--- config.mk ---
export PLATFORM = sky130hd
export DESIGN_NAME = bounded_int_stack_with_search
export DESIGN_NICKNAME = d
export VERILOG_FILES = /design/src/hdl/bis_pkg.sv /design/src/hdl/bis_cell.sv /design/src/hdl/bounded_int_stack_with_search.sv
export SDC_FILE = /design/constraint.sdc
export NUM_CORES = 2
export LEC_CHECK = 0
export CAP_MARGIN = 20
export CORE_UTILIZATION = 35
export CTS_CLUSTER_DIAMETER = 60
export DETAILED_ROUTE_END_ITERATION = 10
export DONT_BUFFER_PORTS = 1
export GPL_TIMING_DRIVEN = 0
export SLEW_MARGIN = 5
export SYNTH_ARGS = -nofsm -noshare
export SYNTH_HDL_FRONTEND = slang
export SYNTH_SLANG_ARGS = --single-unit
--- constraint.sdc ---
create_clock -name i_clk -period 112.7 [get_ports i_clk]
set_clock_uncertainty 0.05 [all_clocks]
set_input_delay 16.905 -clock i_clk [delete_from_list [all_inputs] [get_ports i_clk]]
set_output_delay 16.905 -clock i_clk [all_outputs]
set_load 0.03 [all_outputs]
--- src/hdl/bis_pkg.sv ---
// shared constants, operation and status codes, and cell control type for the search stack
package bis_pkg;

    // defaults for the top level parameters
    localparam int DEPTH_DEF      = 64;
    localparam int DATA_WIDTH_DEF = 32;

    // capacity register value after reset, before saturation to the depth
    localparam int CAP_RESET = 64;

    // field widths fixed by the interface
    localparam int KIND_W   = 3;
    localparam int STATUS_W = 2;

    // operation codes
    localparam logic [KIND_W-1:0] OP_PUSH   = 3'd0;
    localparam logic [KIND_W-1:0] OP_POP    = 3'd1;
    localparam logic [KIND_W-1:0] OP_PEEK   = 3'd2;
    localparam logic [KIND_W-1:0] OP_CLEAR  = 3'd3;
    localparam logic [KIND_W-1:0] OP_SEARCH = 3'd4;

    // result status codes
    localparam logic [STATUS_W-1:0] STAT_OK       = 2'd0;
    localparam logic [STATUS_W-1:0] STAT_FULL     = 2'd1;
    localparam logic [STATUS_W-1:0] STAT_EMPTY    = 2'd2;
    localparam logic [STATUS_W-1:0] STAT_NOTFOUND = 2'd3;

    // per-cycle commands broadcast to every cell of the chain
    typedef struct packed {
        logic shift_dn;   // push: every word moves one cell away from the top
        logic shift_up;   // pop: every word moves one cell toward the top
        logic load_hit;   // search start: each cell compares its word with the key
        logic shift_hit;  // search scan: match flags move one cell toward the top
    } t_cell_ctl;

endpackage

--- src/hdl/bis_cell.sv ---
// one stack cell: a stored word and a match flag, both shifting between neighbors
module bis_cell #(
    parameter int DATA_WIDTH = bis_pkg::DATA_WIDTH_DEF
) (
    input  logic                  i_clk,
    input  bis_pkg::t_cell_ctl    i_ctl,
    input  logic [DATA_WIDTH-1:0] i_key,
    input  logic [DATA_WIDTH-1:0] i_word_up,
    input  logic [DATA_WIDTH-1:0] i_word_dn,
    input  logic                  i_hit_dn,
    output logic [DATA_WIDTH-1:0] o_word,
    output logic                  o_hit
);
    import bis_pkg::*;

    logic [DATA_WIDTH-1:0] r_word;
    logic                  r_hit;

    // word moves with push and pop, flag is loaded on compare and moves during scan
    always_ff @(posedge i_clk) begin
        if (i_ctl.shift_dn) begin
            r_word <= i_word_up;
        end else if (i_ctl.shift_up) begin
            r_word <= i_word_dn;
        end

        if (i_ctl.load_hit) begin
            r_hit <= (r_word == i_key);
        end else if (i_ctl.shift_hit) begin
            r_hit <= i_hit_dn;
        end
    end

    assign o_word = r_word;
    assign o_hit  = r_hit;

endmodule

--- src/hdl/bounded_int_stack_with_search.sv ---
// top level of the bounded stack with search: control, count, capacity and result registers
// The stack is a chain of DEPTH cells with the top word always in the first cell, so push,
// pop, peek and clear finish in the cycle the word is accepted and register their result. A
// search latches one compare flag in every cell in the accept cycle, then scans from the
// top until the first match, or through all count entries for not found, since the flags
// shift one cell per cycle toward the top, where a single check looks at them. A finished
// result waits in a holding register while the output is stalled, and a new word is
// accepted while that holding register is empty and no search is scanning. Capacity
// writes take effect at the next edge; values above DEPTH act as DEPTH. No clearing pass
// is needed after reset.
module bounded_int_stack_with_search #(
    parameter int DEPTH      = bis_pkg::DEPTH_DEF,
    parameter int DATA_WIDTH = bis_pkg::DATA_WIDTH_DEF,
    localparam int CW        = $clog2(DEPTH + 1)
) (
    input  logic                          i_clk,
    input  logic                          i_rst_n,
    // capacity register
    input  logic                          i_cfg_wen,
    input  logic [CW-1:0]                 i_cfg_wdata,
    // operation channel
    input  logic                          i_in_valid,
    output logic                          o_in_stall,
    input  logic [bis_pkg::KIND_W-1:0]    i_kind,
    input  logic signed [DATA_WIDTH-1:0]  i_value,
    // result channel
    output logic                          o_out_valid,
    input  logic                          i_out_stall,
    output logic [bis_pkg::STATUS_W-1:0]  o_status,
    output logic signed [DATA_WIDTH-1:0]  o_data,
    output logic [CW-1:0]                 o_count,
    output logic                          o_empty_flag,
    output logic                          o_full_flag
);
    import bis_pkg::*;

    localparam int CAP_INIT = (DEPTH < CAP_RESET) ? DEPTH : CAP_RESET;

    localparam logic S_IDLE = 1'b0;
    localparam logic S_SCAN = 1'b1;

    typedef struct packed {
        logic [STATUS_W-1:0]   status;
        logic [DATA_WIDTH-1:0] data;
        logic [CW-1:0]         count;
        logic                  empty;
        logic                  full;
    } t_res;

    logic                  r_state, n_state;
    logic [CW-1:0]         r_count, n_count;
    logic [CW-1:0]         r_j, n_j;
    logic [CW-1:0]         r_cap;
    logic [CW-1:0]         w_cap;
    logic                  r_out_valid;
    logic                  r_pend_valid;
    t_res                  r_out;
    t_res                  r_pend;
    t_res                  w_res;
    logic                  w_res_valid;
    logic                  w_accept;
    logic                  w_out_free;
    t_cell_ctl             w_ctl;
    logic [DATA_WIDTH-1:0] w_word [DEPTH];
    logic                  w_hit  [DEPTH];

    // capacity saturated to the depth
    assign w_cap = (r_cap > CW'(DEPTH)) ? CW'(DEPTH) : r_cap;

    // handshakes
    assign o_in_stall = (r_state == S_SCAN) || r_pend_valid;
    assign w_accept   = i_in_valid && !o_in_stall;
    assign w_out_free = !r_out_valid || !i_out_stall;

    // cell chain, first cell holds the top of the stack
    for (genvar g = 0; g < DEPTH; g++) begin : g_cell
        logic [DATA_WIDTH-1:0] w_up;
        logic [DATA_WIDTH-1:0] w_dn;
        logic                  w_hdn;

        if (g == 0) begin : g_first
            assign w_up = i_value;
        end else begin : g_mid
            assign w_up = w_word[g-1];
        end

        if (g == DEPTH - 1) begin : g_last
            assign w_dn  = '0;
            assign w_hdn = 1'b0;
        end else begin : g_inner
            assign w_dn  = w_word[g+1];
            assign w_hdn = w_hit[g+1];
        end

        bis_cell #(
            .DATA_WIDTH (DATA_WIDTH)
        ) u_cell (
            .i_clk     (i_clk),
            .i_ctl     (w_ctl),
            .i_key     (i_value),
            .i_word_up (w_up),
            .i_word_dn (w_dn),
            .i_hit_dn  (w_hdn),
            .o_word    (w_word[g]),
            .o_hit     (w_hit[g])
        );
    end

    // operation decode and search scan
    always_comb begin
        w_ctl        = '0;
        n_state      = r_state;
        n_count      = r_count;
        n_j          = r_j;
        w_res_valid  = 1'b0;
        w_res.status = STAT_OK;
        w_res.data   = '0;

        if (r_state == S_SCAN) begin
            if (r_j == r_count) begin
                w_res_valid  = 1'b1;
                w_res.status = STAT_NOTFOUND;
                n_state      = S_IDLE;
            end else if (w_hit[0]) begin
                // flag at the top belongs to the entry j places below the top
                w_res_valid = 1'b1;
                w_res.data  = DATA_WIDTH'(CW'(r_count - r_j - CW'(1)));
                n_state     = S_IDLE;
            end else begin
                w_ctl.shift_hit = 1'b1;
                n_j             = r_j + CW'(1);
            end
        end else if (w_accept) begin
            unique case (i_kind)
                OP_PUSH: begin
                    w_res_valid = 1'b1;
                    if (r_count >= w_cap) begin
                        w_res.status = STAT_FULL;
                    end else begin
                        w_ctl.shift_dn = 1'b1;
                        n_count        = r_count + CW'(1);
                    end
                end
                OP_POP: begin
                    w_res_valid = 1'b1;
                    if (r_count == '0) begin
                        w_res.status = STAT_EMPTY;
                    end else begin
                        w_ctl.shift_up = 1'b1;
                        n_count        = r_count - CW'(1);
                        w_res.data     = w_word[0];
                    end
                end
                OP_PEEK: begin
                    w_res_valid = 1'b1;
                    if (r_count == '0) begin
                        w_res.status = STAT_EMPTY;
                    end else begin
                        w_res.data = w_word[0];
                    end
                end
                OP_CLEAR: begin
                    w_res_valid = 1'b1;
                    n_count     = '0;
                end
                OP_SEARCH: begin
                    w_ctl.load_hit = 1'b1;
                    n_state        = S_SCAN;
                    n_j            = '0;
                end
                default: begin
                    w_res_valid = 1'b1;
                end
            endcase
        end

        w_res.count = n_count;
        w_res.empty = (n_count == '0);
        w_res.full  = (n_count >= w_cap);
    end

    // control state, capacity, output and holding registers
    always_ff @(posedge i_clk) begin
        if (!i_rst_n) begin
            r_state      <= S_IDLE;
            r_count      <= '0;
            r_j          <= '0;
            r_cap        <= CW'(CAP_INIT);
            r_out_valid  <= 1'b0;
            r_pend_valid <= 1'b0;
        end else begin
            r_state <= n_state;
            r_count <= n_count;
            r_j     <= n_j;
            if (i_cfg_wen) begin
                r_cap <= i_cfg_wdata;
            end

            if (w_out_free) begin
                if (r_pend_valid) begin
                    r_out_valid  <= 1'b1;
                    r_out        <= r_pend;
                    r_pend_valid <= w_res_valid;
                    r_pend       <= w_res;
                end else begin
                    r_out_valid <= w_res_valid;
                    r_out       <= w_res;
                end
            end else if (!r_pend_valid) begin
                r_pend_valid <= w_res_valid;
                r_pend       <= w_res;
            end
        end
    end

    // result ports
    assign o_out_valid  = r_out_valid;
    assign o_status     = r_out.status;
    assign o_data       = r_out.data;
    assign o_count      = r_out.count;
    assign o_empty_flag = r_out.empty;
    assign o_full_flag  = r_out.full;

endmodule
==> results.txt <==
Worst slew pin tran: 1.26 ns
Synth warn: 0
H-tree levels: 4
Crit. End Element: register
Syn Area/Cell: 9.59 um^2
Hold Crit Class: register to register
CP Data Required Time: 113.27 ns
CTS buffer count: 249
Power density over cell area: 14.3 nW/um^2
Mapped Area: 117000 um^2
First-pass GRT wire length: 792000 um
Slew HR: 15.3%
DP Wirelength: 466000 um
# hold bufs at CTS: 0
Placed cell count: 16900
Post-CTS Resized: 0
CP max FO: 32
Commonest non-fill, non-tap cell in the layout: nand2_1
Commonest non-fill, non-tap cells in the layout: nand2_1, edfxtp_1, xor2_1
Cell row count: 212
Post-CTS setup buffer count: 0
Clock buffer depth: 4
Vias/cell: 5.78
WL per Instance: 34.6 um
Die outline width: 581 um
Overall Global Routing Usage: 34.4%
Die height: 581 um
Outcome: complete, no violations
Final period utilization: 18.4%
Final hold viol count: 0
Final-report max-slew violation count: 0
Worst vdd ir: 0.0000143 V
FMAX: 48.2 MHz
Initial Util: 35.2%
Share of cells above drive strength 1: 8.55%
Main synth FF type: edfxtp_1
WL final: 601000 um
RSZ-0062 raised after global routing: no
# IOs: 92
Non-Filler Instances: 17400
Fin Setup TNS: 0 ns
Die area: 338000 um^2
Largest net degree at the start of global routing: 35
CTS tree: yes
Antenna Nets Post-Route: 0
Routability-driven placement congestion ratio: 1.02
Drt first pass iters: 6
Count of input and output buffers: 0
Yosys cell types: 57
Worst setup SP type: input port
Antenna violations before repair: 34
Syn Nets: 12300
Sequential share of the synthesized area: 56.6%
DRC: 0
Gr ovfl total: 0
EDFF count, synth: 2198
Ys async rst share: 0%
Critical path class: input port to register
1st-iter DRT viols: 18600
Crit path time final: 20.76 ns
Reg clk slew, reported paths: 0.06 ns
Clock latency on the worst-skew pair: 1.00 ns
Final setup violation count: 0
CP arrival: 21.33 ns
Max Cap Violations: 0
Area growth syn-to-layout: 16.8%
Syn Inst Count: 12200
Root Driver: clkbuf_16
Yosys reg bits: 2222
Fin nets: 12800
Total number of vias: 100000
Core box area: 334000 um^2
P_leak: 56.8 nW
Vias in the first global route: 92000
Clk sinks: 2222
==> worst max-delay path, cell delays in order <==
cell and delay, ns:
or3b_2 0.52, a21oi_2 0.28, a21oi_1 0.11, nor2_4 0.57, buf_12 0.27, buf_12 0.21, buf_12 0.23, buf_16 0.21
buf_16 0.20, buf_16 0.20, buf_12 0.23, buf_16 0.20, buf_12 0.21, buf_16 0.19, buf_16 0.18, buf_12 0.22
buf_12 0.24
==> area by class of cell <==
class | instances | area, um^2
multi-input cells | 9280 | 47900
flip-flops and latches | 2222 | 66500
repair buffers | 274 | 5880
inverters | 24 | 90.1
fillers | 32900 | 197000
clock buffers | 291 | 6470
diodes | 30 | 75.1
clock inverters | 155 | 1510
plain buffers | 712 | 3270
well taps | 4387 | 5490
==> per-stage QoR <==
step | hold WS, ns | worst slack, ns | power, mW | util, % | area (um^2)
global placement | 0.429 | -37.46 | 1.16 | 36.8 | 123000
floorplan | 0.402 | 5.74 | 1.05 | - | 117000
global route | 0.479 | 91.80 | 1.99 | 41.1 | 137000
CTS | 0.460 | 92.07 | 1.95 | 41.1 | 137000
finish | 0.452 | 91.94 | 1.97 | 41.1 | 137000
detailed placement | 0.443 | 91.10 | 1.13 | 38.7 | 129000
==> worst paths after layout <==
check	startpoint	end	slack, ns	cells past startpoint
hold / removal	r_cap[4]$_SDFFE_PN0P_	r_cap[4]$_SDFFE_PN0P_	0.45	2
setup / recovery	i_kind[2]	g_cell[34].u_cell.o_word[14]$_DFFE_PP_	91.94	17
setup reg to reg	r_count[0]$_SDFF_PN0_	g_cell[34].u_cell.o_word[11]$_DFFE_PP_	105.37	22
hold reg to reg	r_cap[4]$_SDFFE_PN0P_	r_cap[4]$_SDFFE_PN0P_	0.45	2
==> Yosys cell counts (2+ instances only) <==
library cell,count,area [um^2]
o21ai_2,2,17.5
xor2_1,2048,17900
nor2b_1,6,37.5
buf_4,2,15.0
o311a_1,2,20.0
o21ai_0,45,225
a21o_1,5,37.5
nand3_1,7,35.0
nand2_1,6224,23400
or2_2,3,18.8
nor2_1,52,195
ha_1,24,300
xnor2_1,11,96.3
inv_1,24,90.1
mux2_2,17,191
nand2b_1,2,12.5
dfxtp_1,24,480
mux2i_1,9,90.1
o31ai_1,65,488
edfxtp_1,2198,66000
nor4_1,512,3200
and2_1,8,50.1
a21oi_1,29,145
or3_1,6,37.5
o211ai_1,2,15.0
buf_1,38,143
clkbuf_1,446,1670
a221o_1,3,30.0
nand4_1,134,838
buf_2,224,1120
and3_1,37,231
nor3_1,4,20.0
==> layer usage <==
metal / vias to the layer above / part of all wire [%] / track usage (%)
met4: 22 / 9.6 / 27.0
met1: 49000 / 36 / 44.1
met3: 1777 / 15 / 10.7
met2: 8125 / 40 / 48.0
met5: - / 0.024 / 0
li1: 41400 / - / -
==> sequential cells by signal, indices dropped and copies added (netlist names) <==
register              count
o_status                  2
r_pend                   43
g_cell.u_cell.o_word   2048
o_out_valid               1
o_full_flag               1
o_empty_flag              1
g_cell.u_cell.o_hit      64
r_j                       7
r_state                   1
r_pend_valid              1
o_data                   32
r_count                   7
o_count                   7
r_cap                     7
==> logic make-up (layout without fill, tap and decap cells) <==
kind of cell             after synthesis  in the layout  synth area share, %
AND/OR/NAND/NOR                     7003           7003                 24.0
flip-flops                          2222           2222                 56.6
XOR/XNOR                            2059           2059                 15.4
buffers and inverters                736           1456                 2.61
AO/OA/AOI/OAI                        167            167                0.946
multiplexers                          26             26                0.240
adder cells (fa/ha/maj)               25             25                0.273
other                                  0             30                    0
==> where the power goes <==
group | leakage (nW) | internal, mW | switching [mW]
Sequential | 20.1 | 0.914 | 0.0135
Combinational | 32.8 | 0.0514 | 0.145
Clock | 3.91 | 0.473 | 0.370
Total | 56.8 | 1.44 | 0.529
No activity file was read; power rests on OpenSTA's default activity.
